`src/design/srcb_pkg.sv`:
```
// ----------------------------------------------------------------------------
// srcb_pkg
// Shared widths, register indexes, key codes and reset values for the
// speed ramp with collision brake.
// ----------------------------------------------------------------------------
package srcb_pkg;

  localparam int unsigned MAX_SAMPLES = 1024;

  localparam int CFG_INDEX_WIDTH = 3;
  localparam int CFG_DATA_WIDTH  = 20;
  localparam int KEY_WIDTH       = 8;
  localparam int INDEX_WIDTH     = 10;
  localparam int DIST_WIDTH      = 20;
  localparam int STEP_WIDTH      = 8;
  localparam int SPEED_WIDTH     = 9;
  localparam int TARGET_WIDTH    = 10;
  localparam int CALC_WIDTH      = 11;

  typedef logic [CFG_INDEX_WIDTH-1:0] reg_index_t;

  localparam reg_index_t REG_STOP_DISTANCE   = 3'd0;
  localparam reg_index_t REG_LINEAR_STEP     = 3'd1;
  localparam reg_index_t REG_ANGULAR_STEP    = 3'd2;
  localparam reg_index_t REG_BRAKE_START     = 3'd3;
  localparam reg_index_t REG_BRAKE_INCREMENT = 3'd4;
  localparam reg_index_t REG_WINDOW_FIRST    = 3'd5;
  localparam reg_index_t REG_WINDOW_LAST     = 3'd6;

  // operation field of an input transaction
  localparam logic OP_TICK   = 1'b0;
  localparam logic OP_SAMPLE = 1'b1;

  localparam logic [KEY_WIDTH-1:0] KEY_W_UPPER = 8'h57;
  localparam logic [KEY_WIDTH-1:0] KEY_W_LOWER = 8'h77;
  localparam logic [KEY_WIDTH-1:0] KEY_S_UPPER = 8'h53;
  localparam logic [KEY_WIDTH-1:0] KEY_S_LOWER = 8'h73;
  localparam logic [KEY_WIDTH-1:0] KEY_A_UPPER = 8'h41;
  localparam logic [KEY_WIDTH-1:0] KEY_A_LOWER = 8'h61;
  localparam logic [KEY_WIDTH-1:0] KEY_D_UPPER = 8'h44;
  localparam logic [KEY_WIDTH-1:0] KEY_D_LOWER = 8'h64;
  localparam logic [KEY_WIDTH-1:0] KEY_Q_UPPER = 8'h51;
  localparam logic [KEY_WIDTH-1:0] KEY_Q_LOWER = 8'h71;
  localparam logic [KEY_WIDTH-1:0] KEY_SPACE   = 8'h20;

  localparam logic [DIST_WIDTH-1:0]  RST_STOP_DISTANCE   = 20'd1000;
  localparam logic [STEP_WIDTH-1:0]  RST_LINEAR_STEP     = 8'd50;
  localparam logic [STEP_WIDTH-1:0]  RST_ANGULAR_STEP    = 8'd75;
  localparam logic [STEP_WIDTH-1:0]  RST_BRAKE_START     = 8'd5;
  localparam logic [STEP_WIDTH-1:0]  RST_BRAKE_INCREMENT = 8'd10;
  localparam logic [INDEX_WIDTH-1:0] RST_WINDOW_FIRST    = 10'd0;
  localparam logic [INDEX_WIDTH-1:0] RST_WINDOW_LAST     = 10'd1023;

  localparam logic [DIST_WIDTH-1:0] FAR_MM       = 20'd999000;
  localparam logic [DIST_WIDTH-1:0] MIN_VALID_MM = 20'd50;

  localparam logic signed [CALC_WIDTH-1:0] LIN_TARGET_STEP = 11'sd250;
  localparam logic signed [CALC_WIDTH-1:0] ANG_TARGET_STEP = 11'sd150;
  localparam logic signed [CALC_WIDTH-1:0] LIN_LIMIT       = 11'sd250;
  localparam logic signed [CALC_WIDTH-1:0] ANG_LIMIT       = 11'sd150;

endpackage

```
`src/design/srcb_in_if.sv`:
```
// ----------------------------------------------------------------------------
// srcb_in_if
// Input channel: control ticks and range samples with valid/ready.
// ----------------------------------------------------------------------------
interface srcb_in_if;
  logic                                 valid;
  logic                                 ready;
  logic                                 operation;
  logic                                 key_valid;
  logic [srcb_pkg::KEY_WIDTH-1:0]       key_code;
  logic [srcb_pkg::INDEX_WIDTH-1:0]     sample_index;
  logic [srcb_pkg::DIST_WIDTH-1:0]      sample_distance;
  logic                                 last_sample;

  modport source (
    output valid, operation, key_valid, key_code, sample_index, sample_distance,
           last_sample,
    input  ready
  );
  modport sink (
    input  valid, operation, key_valid, key_code, sample_index, sample_distance,
           last_sample,
    output ready
  );
endinterface

```
`src/design/srcb_out_if.sv`:
```
// ----------------------------------------------------------------------------
// srcb_out_if
// Result channel: speed commands and status with valid/ready.
// ----------------------------------------------------------------------------
interface srcb_out_if;
  logic                                     valid;
  logic                                     ready;
  logic signed [srcb_pkg::SPEED_WIDTH-1:0]  linear_speed;
  logic signed [srcb_pkg::SPEED_WIDTH-1:0]  angular_speed;
  logic                                     emergency_stop;
  logic                                     halted;
  logic [srcb_pkg::DIST_WIDTH-1:0]          nearest_distance;

  modport source (
    output valid, linear_speed, angular_speed, emergency_stop, halted,
           nearest_distance,
    input  ready
  );
  modport sink (
    input  valid, linear_speed, angular_speed, emergency_stop, halted,
           nearest_distance,
    output ready
  );
endinterface

```
`src/design/speed_ramp_with_collision_brake_core.sv`:
```
// ----------------------------------------------------------------------------
// speed_ramp_with_collision_brake_core
// Drive-speed ramp with key control, obstacle stop and growing brake force,
// fed by a windowed nearest-range tracker.
// ----------------------------------------------------------------------------
//  channel | dir | contents
//  req     | in  | control tick (key) or range sample (index, distance, last)
//  rsp     | out | speeds, emergency stop, halted, nearest distance
//  cfg_*   | in  | register writes, no read-back
//
//  one transaction per cycle sustained while rsp takes results; a tick's result
//  passes through the input register, then the result register
//  range samples produce no result and never wait on rsp
//  a stalled result holds the output register; the next tick waits in the
//  input register and holds req off, samples ahead of it still drain
//  synchronous reset restores configuration, state and valid flags, no clearing pass
// ----------------------------------------------------------------------------
module speed_ramp_with_collision_brake_core (
  input  logic                                  clk,
  input  logic                                  rst,
  input  logic                                  cfg_write,
  input  logic [srcb_pkg::CFG_INDEX_WIDTH-1:0]  cfg_index,
  input  logic [srcb_pkg::CFG_DATA_WIDTH-1:0]   cfg_data,
  srcb_in_if.sink                               req,
  srcb_out_if.source                            rsp
);

  // configuration
  logic [srcb_pkg::DIST_WIDTH-1:0]  stop_distance;
  logic [srcb_pkg::STEP_WIDTH-1:0]  linear_step;
  logic [srcb_pkg::STEP_WIDTH-1:0]  angular_step;
  logic [srcb_pkg::STEP_WIDTH-1:0]  brake_start;
  logic [srcb_pkg::STEP_WIDTH-1:0]  brake_increment;
  logic [srcb_pkg::INDEX_WIDTH-1:0] window_first;
  logic [srcb_pkg::INDEX_WIDTH-1:0] window_last;

  // state
  logic signed [srcb_pkg::TARGET_WIDTH-1:0] goal_lin;
  logic signed [srcb_pkg::TARGET_WIDTH-1:0] goal_ang;
  logic signed [srcb_pkg::SPEED_WIDTH-1:0]  speed_lin;
  logic signed [srcb_pkg::SPEED_WIDTH-1:0]  speed_ang;
  logic [srcb_pkg::STEP_WIDTH-1:0]          brake_force;
  logic                                     stop_flag;
  logic [srcb_pkg::DIST_WIDTH-1:0]          committed_nearest;
  logic [srcb_pkg::DIST_WIDTH-1:0]          window_minimum;

  // input register
  logic                                 stage_valid;
  logic                                 stage_operation;
  logic                                 stage_key_valid;
  logic [srcb_pkg::KEY_WIDTH-1:0]       stage_key_code;
  logic [srcb_pkg::INDEX_WIDTH-1:0]     stage_sample_index;
  logic [srcb_pkg::DIST_WIDTH-1:0]      stage_sample_distance;
  logic                                 stage_last_sample;
  logic                                 stage_fire;

  // result register
  logic                                     rsp_valid;
  logic signed [srcb_pkg::SPEED_WIDTH-1:0]  rsp_linear_speed;
  logic signed [srcb_pkg::SPEED_WIDTH-1:0]  rsp_angular_speed;
  logic                                     rsp_emergency_stop;
  logic                                     rsp_halted;
  logic [srcb_pkg::DIST_WIDTH-1:0]          rsp_nearest_distance;

  // tick datapath
  logic                                   key_lin_up, key_lin_down;
  logic                                   key_ang_up, key_ang_down;
  logic                                   key_clear, key_quit;
  logic signed [srcb_pkg::CALC_WIDTH-1:0] tl_key, ta_key, tl_obs;
  logic signed [srcb_pkg::CALC_WIDTH-1:0] tl_clamp, ta_clamp;
  logic signed [srcb_pkg::CALC_WIDTH-1:0] cl_calc, cl_new, ca_new;
  logic                                   close_range, forward;
  logic                                   stop_flag_next;
  logic                                   braking;
  logic [srcb_pkg::STEP_WIDTH:0]          force_sum;
  logic [srcb_pkg::STEP_WIDTH-1:0]        force_sat;
  logic [srcb_pkg::STEP_WIDTH-1:0]        brake_force_next;

  // sample datapath
  logic                                   sample_counts;
  logic [srcb_pkg::DIST_WIDTH-1:0]        window_minimum_next;

  function automatic logic signed [srcb_pkg::CALC_WIDTH-1:0] ramp(
    input logic signed [srcb_pkg::CALC_WIDTH-1:0] cur,
    input logic signed [srcb_pkg::CALC_WIDTH-1:0] tgt,
    input logic [srcb_pkg::STEP_WIDTH-1:0]        step
  );
    logic signed [srcb_pkg::CALC_WIDTH-1:0] s;
    logic signed [srcb_pkg::CALC_WIDTH-1:0] r;
    s = $signed({{(srcb_pkg::CALC_WIDTH-srcb_pkg::STEP_WIDTH){1'b0}}, step});
    r = cur;
    if (cur < tgt) begin
      r = cur + s;
      if (r > tgt) r = tgt;
    end else if (cur > tgt) begin
      r = cur - s;
      if (r < tgt) r = tgt;
    end
    return r;
  endfunction

  // handshake: samples always drain, ticks need room in the result register
  assign stage_fire = stage_valid && ((stage_operation == srcb_pkg::OP_SAMPLE)
                                      || !rsp_valid || rsp.ready);
  assign req.ready  = !stage_valid || stage_fire;

  assign rsp.valid            = rsp_valid;
  assign rsp.linear_speed     = rsp_linear_speed;
  assign rsp.angular_speed    = rsp_angular_speed;
  assign rsp.emergency_stop   = rsp_emergency_stop;
  assign rsp.halted           = rsp_halted;
  assign rsp.nearest_distance = rsp_nearest_distance;

  // key decode
  always_comb begin
    key_lin_up   = 1'b0;
    key_lin_down = 1'b0;
    key_ang_up   = 1'b0;
    key_ang_down = 1'b0;
    key_clear    = 1'b0;
    key_quit     = 1'b0;
    if (stage_key_valid) begin
      unique case (stage_key_code) inside
        srcb_pkg::KEY_W_UPPER, srcb_pkg::KEY_W_LOWER: key_lin_up   = 1'b1;
        srcb_pkg::KEY_S_UPPER, srcb_pkg::KEY_S_LOWER: key_lin_down = 1'b1;
        srcb_pkg::KEY_A_UPPER, srcb_pkg::KEY_A_LOWER: key_ang_up   = 1'b1;
        srcb_pkg::KEY_D_UPPER, srcb_pkg::KEY_D_LOWER: key_ang_down = 1'b1;
        srcb_pkg::KEY_SPACE:                          key_clear    = 1'b1;
        srcb_pkg::KEY_Q_UPPER, srcb_pkg::KEY_Q_LOWER: key_quit     = 1'b1;
        default: ;
      endcase
    end
  end

  // targets, obstacle check, clamp, brake and ramp
  always_comb begin
    tl_key = srcb_pkg::CALC_WIDTH'(goal_lin);
    ta_key = srcb_pkg::CALC_WIDTH'(goal_ang);
    if (key_lin_up)   tl_key = tl_key + srcb_pkg::LIN_TARGET_STEP;
    if (key_lin_down) tl_key = tl_key - srcb_pkg::LIN_TARGET_STEP;
    if (key_ang_up)   ta_key = ta_key + srcb_pkg::ANG_TARGET_STEP;
    if (key_ang_down) ta_key = ta_key - srcb_pkg::ANG_TARGET_STEP;
    if (key_clear) begin
      tl_key = '0;
      ta_key = '0;
    end

    close_range    = committed_nearest <= stop_distance;
    forward        = (tl_key > 0) || (speed_lin > 0);
    tl_obs         = tl_key;
    stop_flag_next = stop_flag;
    if (close_range) begin
      if (forward) begin
        tl_obs         = '0;
        stop_flag_next = 1'b1;
      end
    end else begin
      stop_flag_next = 1'b0;
    end

    tl_clamp = tl_obs;
    if (tl_obs > srcb_pkg::LIN_LIMIT)  tl_clamp = srcb_pkg::LIN_LIMIT;
    if (tl_obs < -srcb_pkg::LIN_LIMIT) tl_clamp = -srcb_pkg::LIN_LIMIT;
    ta_clamp = ta_key;
    if (ta_key > srcb_pkg::ANG_LIMIT)  ta_clamp = srcb_pkg::ANG_LIMIT;
    if (ta_key < -srcb_pkg::ANG_LIMIT) ta_clamp = -srcb_pkg::ANG_LIMIT;

    cl_calc   = srcb_pkg::CALC_WIDTH'(speed_lin);
    braking   = (tl_clamp == 0) && (speed_lin != 0);
    force_sum = {1'b0, brake_force} + {1'b0, brake_increment};
    force_sat = force_sum[srcb_pkg::STEP_WIDTH] ? '1 : force_sum[srcb_pkg::STEP_WIDTH-1:0];
    if (braking) begin
      brake_force_next = force_sat;
      cl_new           = ramp(cl_calc, '0, force_sat);
    end else begin
      brake_force_next = brake_start;
      cl_new           = ramp(cl_calc, tl_clamp, linear_step);
    end
    ca_new = ramp(srcb_pkg::CALC_WIDTH'(speed_ang), ta_clamp, angular_step);
  end

  // running window minimum
  always_comb begin
    sample_counts = (stage_sample_index >= window_first)
                 && (stage_sample_index <= window_last)
                 && (32'(stage_sample_index) < srcb_pkg::MAX_SAMPLES)
                 && (stage_sample_distance > srcb_pkg::MIN_VALID_MM)
                 && (stage_sample_distance < window_minimum);
    window_minimum_next = sample_counts ? stage_sample_distance : window_minimum;
  end

  // configuration registers
  always_ff @(posedge clk) begin
    if (rst) begin
      stop_distance   <= srcb_pkg::RST_STOP_DISTANCE;
      linear_step     <= srcb_pkg::RST_LINEAR_STEP;
      angular_step    <= srcb_pkg::RST_ANGULAR_STEP;
      brake_start     <= srcb_pkg::RST_BRAKE_START;
      brake_increment <= srcb_pkg::RST_BRAKE_INCREMENT;
      window_first    <= srcb_pkg::RST_WINDOW_FIRST;
      window_last     <= srcb_pkg::RST_WINDOW_LAST;
    end else if (cfg_write) begin
      unique case (cfg_index)
        srcb_pkg::REG_STOP_DISTANCE:   stop_distance   <= cfg_data[srcb_pkg::DIST_WIDTH-1:0];
        srcb_pkg::REG_LINEAR_STEP:     linear_step     <= cfg_data[srcb_pkg::STEP_WIDTH-1:0];
        srcb_pkg::REG_ANGULAR_STEP:    angular_step    <= cfg_data[srcb_pkg::STEP_WIDTH-1:0];
        srcb_pkg::REG_BRAKE_START:     brake_start     <= cfg_data[srcb_pkg::STEP_WIDTH-1:0];
        srcb_pkg::REG_BRAKE_INCREMENT: brake_increment <= cfg_data[srcb_pkg::STEP_WIDTH-1:0];
        srcb_pkg::REG_WINDOW_FIRST:    window_first    <= cfg_data[srcb_pkg::INDEX_WIDTH-1:0];
        srcb_pkg::REG_WINDOW_LAST:     window_last     <= cfg_data[srcb_pkg::INDEX_WIDTH-1:0];
        default: ;
      endcase
    end
  end

  // input register
  always_ff @(posedge clk) begin
    if (rst) begin
      stage_valid <= 1'b0;
    end else if (req.valid && req.ready) begin
      stage_valid <= 1'b1;
    end else if (stage_fire) begin
      stage_valid <= 1'b0;
    end
  end

  always_ff @(posedge clk) begin
    if (req.valid && req.ready) begin
      stage_operation       <= req.operation;
      stage_key_valid       <= req.key_valid;
      stage_key_code        <= req.key_code;
      stage_sample_index    <= req.sample_index;
      stage_sample_distance <= req.sample_distance;
      stage_last_sample     <= req.last_sample;
    end
  end

  // state update
  always_ff @(posedge clk) begin
    if (rst) begin
      goal_lin          <= '0;
      goal_ang          <= '0;
      speed_lin         <= '0;
      speed_ang         <= '0;
      brake_force       <= srcb_pkg::RST_BRAKE_START;
      stop_flag         <= 1'b0;
      committed_nearest <= srcb_pkg::FAR_MM;
      window_minimum    <= srcb_pkg::FAR_MM;
    end else if (stage_fire) begin
      if (stage_operation == srcb_pkg::OP_SAMPLE) begin
        if (stage_last_sample) begin
          committed_nearest <= window_minimum_next;
          window_minimum    <= srcb_pkg::FAR_MM;
        end else begin
          window_minimum    <= window_minimum_next;
        end
      end else if (key_quit) begin
        goal_lin    <= '0;
        goal_ang    <= '0;
        speed_lin   <= '0;
        speed_ang   <= '0;
        stop_flag   <= 1'b0;
        brake_force <= brake_start;
      end else begin
        goal_lin    <= tl_clamp[srcb_pkg::TARGET_WIDTH-1:0];
        goal_ang    <= ta_clamp[srcb_pkg::TARGET_WIDTH-1:0];
        speed_lin   <= cl_new[srcb_pkg::SPEED_WIDTH-1:0];
        speed_ang   <= ca_new[srcb_pkg::SPEED_WIDTH-1:0];
        stop_flag   <= stop_flag_next;
        brake_force <= brake_force_next;
      end
    end
  end

  // result register
  always_ff @(posedge clk) begin
    if (rst) begin
      rsp_valid <= 1'b0;
    end else if (stage_fire && (stage_operation == srcb_pkg::OP_TICK)) begin
      rsp_valid <= 1'b1;
    end else if (rsp.ready) begin
      rsp_valid <= 1'b0;
    end
  end

  always_ff @(posedge clk) begin
    if (stage_fire && (stage_operation == srcb_pkg::OP_TICK)) begin
      rsp_nearest_distance <= committed_nearest;
      rsp_halted           <= key_quit;
      if (key_quit) begin
        rsp_linear_speed   <= '0;
        rsp_angular_speed  <= '0;
        rsp_emergency_stop <= 1'b0;
      end else begin
        rsp_linear_speed   <= cl_new[srcb_pkg::SPEED_WIDTH-1:0];
        rsp_angular_speed  <= ca_new[srcb_pkg::SPEED_WIDTH-1:0];
        rsp_emergency_stop <= stop_flag_next;
      end
    end
  end

endmodule
```
`src/flat_wrapper.sv`:
```
// flat-port wrapper written by rule: the top's interface ports become plain ports
module speed_ramp_with_collision_brake_core_flat 
  (clk, rst, cfg_write, cfg_index, cfg_data, req_valid, req_operation, req_key_valid, req_key_code, req_sample_index, req_sample_distance, req_last_sample, req_ready, rsp_valid, rsp_linear_speed, rsp_angular_speed, rsp_emergency_stop, rsp_halted, rsp_nearest_distance, rsp_ready);
  srcb_in_if req_i ();
  srcb_out_if rsp_i ();
  input  logic clk;
  input  logic rst;
  input  logic cfg_write;
  input  logic [srcb_pkg::CFG_INDEX_WIDTH-1:0] cfg_index;
  input  logic [srcb_pkg::CFG_DATA_WIDTH-1:0] cfg_data;
  input wire logic [$bits(req_i.valid)-1:0] req_valid;
  input wire logic [$bits(req_i.operation)-1:0] req_operation;
  input wire logic [$bits(req_i.key_valid)-1:0] req_key_valid;
  input wire logic [$bits(req_i.key_code)-1:0] req_key_code;
  input wire logic [$bits(req_i.sample_index)-1:0] req_sample_index;
  input wire logic [$bits(req_i.sample_distance)-1:0] req_sample_distance;
  input wire logic [$bits(req_i.last_sample)-1:0] req_last_sample;
  output wire logic [$bits(req_i.ready)-1:0] req_ready;
  output wire logic [$bits(rsp_i.valid)-1:0] rsp_valid;
  output wire logic [$bits(rsp_i.linear_speed)-1:0] rsp_linear_speed;
  output wire logic [$bits(rsp_i.angular_speed)-1:0] rsp_angular_speed;
  output wire logic [$bits(rsp_i.emergency_stop)-1:0] rsp_emergency_stop;
  output wire logic [$bits(rsp_i.halted)-1:0] rsp_halted;
  output wire logic [$bits(rsp_i.nearest_distance)-1:0] rsp_nearest_distance;
  input wire logic [$bits(rsp_i.ready)-1:0] rsp_ready;
  assign req_i.valid = req_valid;
  assign req_i.operation = req_operation;
  assign req_i.key_valid = req_key_valid;
  assign req_i.key_code = req_key_code;
  assign req_i.sample_index = req_sample_index;
  assign req_i.sample_distance = req_sample_distance;
  assign req_i.last_sample = req_last_sample;
  assign req_ready = req_i.ready;
  assign rsp_valid = rsp_i.valid;
  assign rsp_linear_speed = rsp_i.linear_speed;
  assign rsp_angular_speed = rsp_i.angular_speed;
  assign rsp_emergency_stop = rsp_i.emergency_stop;
  assign rsp_halted = rsp_i.halted;
  assign rsp_nearest_distance = rsp_i.nearest_distance;
  assign rsp_i.ready = rsp_ready;
  speed_ramp_with_collision_brake_core u_core (.clk(clk), .rst(rst), .cfg_write(cfg_write), .cfg_index(cfg_index), .cfg_data(cfg_data), .req(req_i), .rsp(rsp_i));
endmodule
```
`config.mk`:
```
export PLATFORM = sky130hd
export DESIGN_NAME = speed_ramp_with_collision_brake_core_flat
export DESIGN_NICKNAME = d
export VERILOG_FILES = /design/src/design/srcb_pkg.sv /design/src/design/srcb_in_if.sv /design/src/design/srcb_out_if.sv /design/src/design/speed_ramp_with_collision_brake_core.sv /design/src/flat_wrapper.sv
export SDC_FILE = /design/constraint.sdc
export NUM_CORES = 1
export LEC_CHECK = 0
export ABC_AREA = 1
export BUFFER_PORTS_ARGS = -buffer_cell sky130_fd_sc_hd__buf_2
export CAP_MARGIN = 20
export CORE_MARGIN = 1
export CORE_UTILIZATION = 28
export CTS_BUF_LIST = sky130_fd_sc_hd__clkbuf_8
export CTS_CLUSTER_DIAMETER = 120
export CTS_CLUSTER_SIZE = 40
export DETAILED_ROUTE_END_ITERATION = 8
export GPL_ROUTABILITY_DRIVEN = 0
export GPL_TIMING_DRIVEN = 1
export PLACE_DENSITY = 0.51
export SYNTH_ARGS = -nofsm -noshare
export SYNTH_HDL_FRONTEND = slang
export SYNTH_SLANG_ARGS = --single-unit
```
`constraint.sdc`:
```
create_clock -name clk -period 8.4 [get_ports clk]
set_input_delay 1.68 -clock clk [delete_from_list [all_inputs] [get_ports clk]]
set_output_delay 1.68 -clock clk [all_outputs]
set_load 0.005 [all_outputs]
```
# Word level (Yosys, flattened, before mapping)
# Index checks and enable logic that the tools add are counted.
[op_classes]
n_bitwise = 1
n_lt_le_gt_ge = 23
muxes = 53
n_reduce_logical = 33
n_eq_ne = 17
add_sub_neg = 11
[ops]
columns = ["op", "n"]
rows = [
  ["$mux 9", 15],
  ["$mux 11", 12],
  ["$eq 8x7->1 const B", 10],
  ["$mux 20", 2],
  ["$logic_not 32->1", 1],
  ["$reduce_bool 32->1", 1],
  ["$add 9x9->10", 3],
  ["$sub 9x9->10", 3],
  ["$mux 8", 3],
  ["$add 10x9->11 const B", 2],
  ["$gt 10x11->1", 2],
  ["$gt 11x9->1 const B", 2],
  ["$gt 9x11->1", 2],
  ["$lt 10x11->1", 2],
  ["$lt 11x9->1 const B", 2],
  ["$lt 9x11->1", 2],
  ["$sub 11x9->11 const B", 2],
  ["$gt 20x6->1 const B", 1],
  ["$le 20x20->1", 1],
  ["$lt 20x20->1", 1],
  ["$mux 10", 2],
  ["$mux 1", 19],
  ["$gt 9x1->1 const B", 2],
  ["$reduce_and 2->1", 9],
  ["other kinds (19)", 37],
]
[word_totals]
inputBits = 69
word_cells = 166
reg_bits = 242

# Depth between registers and ports, before layout
[depth]
word_depth = 21
depth_mapped = 45
depth_no_buf = 44

# Worst setup path after synthesis
# No wires, ideal clock.
[synth_timing]
kind = "flip-flop to flip-flop"
from = "register u_core.stage_key_code[7] in the netlist's numbering"
to = "register u_core.speed_lin[1] in the netlist's numbering"
t_required_ps = 8344
stages_incl_launch_ff = 45
setup_ps = 56
arrival_ps = 4909
path_slack_ps = 3435
path_cell_list = "edfxtp_1 > inv_1 > nand3_1 > nor2_4 > nand2_4 > nand2_1 > nand2_2 > ha_1 > nor2_1 > nand2_1 > nand3b_1 > nand2_1 > nand3_1 > nand2_1 > nor2_1 > nand2_1 > nand2_1 > nand2_1 > [... 9 more ...] > inv_1 > ha_1 > a21oi_1 > o21ai_0 > nand3_1 > o2111ai_1 > or2_2 > nand2_1 > inv_1 > nor2_1 > inv_1 > nand2_1 > nand2_1 > nand2_1 > nand2_1 > nand3_1 > nand2_1 > inv_1"
[synth_via]
elab_chain_len = 21
word_cells_on_any_way = 42
[synth_lines]
columns = ["item", "line", "source"]
rows = [
  ["start, declared", "speed_ramp_with_collision_brake_core.sv:51", "logic [srcb_pkg::KEY_WIDTH-1:0] stage_key_code;"],
  ["start signal, assigned", "speed_ramp_with_collision_brake_core.sv:231", "stage_key_code <= req.key_code;"],
  ["$eq 8x7->1 (no source line)", "--", ""],
  ["$reduce_or 2->1", "speed_ramp_with_collision_brake_core.sv:123", "unique case (stage_key_code) inside"],
  ["$mux 1", "speed_ramp_with_collision_brake_core.sv:123", ""],
  ["$mux 1", "speed_ramp_with_collision_brake_core.sv:122", "if (stage_key_valid) begin"],
  ["$mux 11", "speed_ramp_with_collision_brake_core.sv:139", "if (key_lin_up) tl_key = tl_key + srcb_pkg::LIN_TARGET_STEP;"],
  ["$sub 11x9->11", "speed_ramp_with_collision_brake_core.sv:140", "if (key_lin_down) tl_key = tl_key - srcb_pkg::LIN_TARGET_STEP;"],
  ["$mux 11", "speed_ramp_with_collision_brake_core.sv:140", ""],
  ["$mux 11", "speed_ramp_with_collision_brake_core.sv:143", "if (key_clear) begin"],
  ["[... 5 more ...]", "--", ""],
  ["$mux 11", "speed_ramp_with_collision_brake_core.sv:162", "if (tl_obs > srcb_pkg::LIN_LIMIT) tl_clamp = srcb_pkg::LIN_LIMIT;"],
  ["$mux 11", "speed_ramp_with_collision_brake_core.sv:163", "if (tl_obs < -srcb_pkg::LIN_LIMIT) tl_clamp = -srcb_pkg::LIN_LIMIT;"],
  ["$lt 10x11->1", "speed_ramp_with_collision_brake_core.sv:97", "if (r < tgt) r = tgt;"],
  ["$mux 9", "speed_ramp_with_collision_brake_core.sv:97", ""],
  ["$mux 9", "speed_ramp_with_collision_brake_core.sv:95", "end else if (cur > tgt) begin"],
  ["$mux 9", "speed_ramp_with_collision_brake_core.sv:92", "if (cur < tgt) begin"],
  ["$mux 9", "speed_ramp_with_collision_brake_core.sv:172", "if (braking) begin"],
  ["$mux 9 (*)", "speed_ramp_with_collision_brake_core.sv:257", "end else if (key_quit) begin"],
  ["end signal, assigned", "speed_ramp_with_collision_brake_core.sv:267", "speed_lin <= cl_new[srcb_pkg::SPEED_WIDTH-1:0];"],
  ["end, declared", "speed_ramp_with_collision_brake_core.sv:40", "logic signed [srcb_pkg::SPEED_WIDTH-1:0] speed_lin;"],
]
# Every way passes the cells marked *; elsewhere a longest branch is shown, timed or not.
# A chain may end at the register's enable or synchronous reset.

# Final worst setup path
[layout_timing]
from = "register u_core.stage_key_code[0] in the netlist's numbering"
to = "register u_core.speed_lin[0] in the netlist's numbering"
# The elaborated chain is that of the path after synthesis.

==> impl_metrics.json <==
{
  "outcome": "completed",
  "dieArea_um2": 58500,
  "post_cts_buffers": 0,
  "synth-seq-cells": 242,
  "initial_utilization_pct": 28.5,
  "cpPeakStageDelay_ns": 0.70,
  "cts_buffer_depth": 3,
  "clock-root-buffer": "clkbuf_8",
  "slowest_stage": "nand4_1",
  "grt_overflow": 0,
  "hp-class": "reg2reg",
  "fp-row-count": 87,
  "required_ns": 8.97,
  "reg2regPathDepth": 34,
  "power.share.clock_pct": 21.2,
  "p_leak_nw": 8.33,
  "syn_area_per_cell_um2": 7.51,
  "design.core.area_um2": 56600,
  "drc": 0,
  "swShare_pct": 36.6,
  "drtPass1Iterations": 5,
  "die_h_um": 242,
  "synth_area_um2": 16100,
  "timing.fmax_mhz": 150,
  "ios": 111,
  "drt_iter0_drc": 884,
  "yosys_warnings": 0,
  "ys_types": 54,
  "worst_pin_slew_ns": 1.05,
  "cts_hold_buf": 0,
  "synth_fp_nets": 2406,
  "ant_nets": 0,
  "r2r-start": "u_core.stage_key_code[0]",
  "p_per_area_nw_per_um2": 154,
  "hold_ws_ns": 0.466,
  "ir_drop_v": 0.000143,
  "crit_buf_inv": 4,
  "cp_common_cell": "nand2_1",
  "fin_skew_ns": 0.0768,
  "crit_start": "u_core.stage_key_code[0]",
  "finalSetupViolations": 0,
  "layout_commonest_cell": "nand2_1",
  "power.switching_mw": 1.00,
  "clk_latency_ns": 0.62,
  "dpl.hpwl_um": 35400,
  "cts_tree": "done",
  "path_clk_slew_ns": 0.23,
  "vias": 14300,
  "fin_setup_tns_ns": 0,
  "numCtsBuffers": 11,
  "port_buffers": 110,
  "viasPerCell": 4.78,
  "r2r_slack_ns": 1.74,
  "wl_per_cell_um": 15.7,
  "cap_violations": 0,
  "slew_headroom_pct": 29.8,
  "n_fill_cell": 6097,
  "final_cell_mix": "nand2_1, inv_1, a21oi_1, ha_1, o21ai_0",
  "path_depth": 34,
  "synthArstFlopShare_pct": 0,
  "synth_edf_count": 81,
  "slew_viol_final": 0,
  "grt_max_degree": 81,
  "drive_above_1_share_pct": 8.26,
  "die_x_um": 242,
  "total_power_mw": 2.74,
  "r2r_end": "u_core.speed_lin[0]",
  "start_kind": "flip-flop",
  "antenna_found_initial": 6,
  "cpLargestDelayFamily": "simple AND/OR/NAND/NOR gates",
  "grt_first_pass_wirelength_um": 74300,
  "synth_ff_type": "dfxtp_1",
  "finalCritPeriodShare_pct": 79.3,
  "cts.sinks": 242,
  "finalCriticalPeriod_ns": 6.66,
  "seqPwrFrac_pct": 48.2,
  "finalWirelength_um": 46900,
  "path_max_fanout": 21,
  "p_int_mw": 1.74,
  "comb_power_share_pct": 30.6,
  "cts_repair_resize_count": 0,
  "synthCells": 2146,
  "rsz0062_at_grt": "false",
  "crit_end": "u_core.speed_lin[0]",
  "endpoint_kind": "flip-flop",
  "hold_path.startpoint": "u_core.committed_nearest[0]",
  "crit_type": "reg2reg",
  "cts_max_level": 1,
  "syn_to_final_growth_pct": 10.7,
  "finalHoldViolations": 0,
  "grt_pass1_vias": 13700,
  "nNetsFinal": 2496,
  "yosysSeqAreaShare_pct": 35.1,
  "arrival_ns": 7.23,
  "track_usage_pct": 15.7,
  "n_antenna_cell": 0
}
## cell families (layout without fill, tap and decap cells)
group	Yosys count	after routing	synth area share [%]
buf+inv	371	465	8.73
compound gates	522	522	17.7
flops	242	242	35.1
fa+ha+maj	191	191	15.2
simple gates	769	769	20.5
xor+xnor	51	51	2.82
## routing by layer
metal | track usage (%) | share of wire, % | up-vias
met5 | 0 | 0.16 | -
met4 | 2.77 | 1.5 | 12
met3 | 2.75 | 5.0 | 58
met1 | 20.9 | 48 | 6595
li1 | - | - | 7346
met2 | 26.5 | 45 | 319
## cell usage after synthesis, drive strengths merged, types with 2 or more instances
cell type  number  area share (%)
o22ai           3            0.12
a21boi          3            0.14
o21a            2           0.093
a21oi         248             7.7
inv           319             7.4
clkbuf         46             1.1
o21bai         19            0.89
fa              7            0.87
nor3           18            0.62
or2            13            0.50
ha            184              14
o2111ai         5            0.27
a221o           2            0.12
dfxtp         161              20
nor2          136             3.4
a31oi           2           0.078
edfxtp         81              15
clkinv          2           0.047
and2            3            0.12
xnor2           7            0.38
nor4            9            0.44
o21ai         183             5.7
nand2         447              11
a211oi          6            0.28
a21o            4            0.19
nand4          29             1.1
o211ai         33             1.5
xor2           44             2.4
nand3b          3            0.14
buf             4            0.18
o31ai           6            0.28
nand3         108             3.4
## state kept, by name (all words and copies together) (netlist names), 10 cells and up
name,count
u_core.committed_nearest,20
u_core.rsp.nearest_distance,20
u_core.stage_sample_distance,20
u_core.stop_distance,20
u_core.window_minimum,20
u_core.goal_ang,10
u_core.goal_lin,10
u_core.stage_sample_index,10
u_core.window_first,10
u_core.window_last,10
## worst min-delay path by stage
stage                                      to  slack [ns]  cells past startpoint
3_3_place_gp   u_core.rsp.nearest_distance[0]        0.42                      0
4_1_cts        u_core.rsp.nearest_distance[0]        0.47                      0
5_1_grt              u_core.stop_distance[13]        0.49                      2
2_1_floorplan  u_core.rsp.nearest_distance[0]        0.41                      0
3_5_place_dp   u_core.rsp.nearest_distance[0]        0.42                      0
6_report       u_core.rsp.nearest_distance[0]        0.47                      0
## power groups by stage
stage	Clock (mW)	Sequential [mW]	Combinational [mW]
after floorplan	0	1.33	0.598
after global placement	0	1.34	0.821
after detailed placement	0	1.35	0.832
after CTS	0.612	1.32	0.836
after global routing	0.646	1.33	0.954
final	0.581	1.32	0.840
## layout make-up
cell class,count,area (um^2),share of cell area (%)
timing repair buffer,127,702,3.94
sequential,242,5660,31.7
clock buffer,11,151,0.849
clock inverter,6,104,0.583
tap,756,946,5.31
inverter,321,1210,6.77
multi-input combinational,1533,9060,50.8
## through the flow
step / std cells / setup WS, ns / util (%) / cell area (um^2)
global route: 2996 / 0.986 / 31.5 / 17800
CTS: 2995 / 1.83 / 31.4 / 17800
finish: 2996 / 1.74 / 31.5 / 17800
detailed placement: 2978 / 1.89 / 31.0 / 17500
global placement: 2977 / 2.15 / 31.0 / 17500
floorplan: 2146 / 3.44 / - / 16100
(Power assumes the default switching activity.)
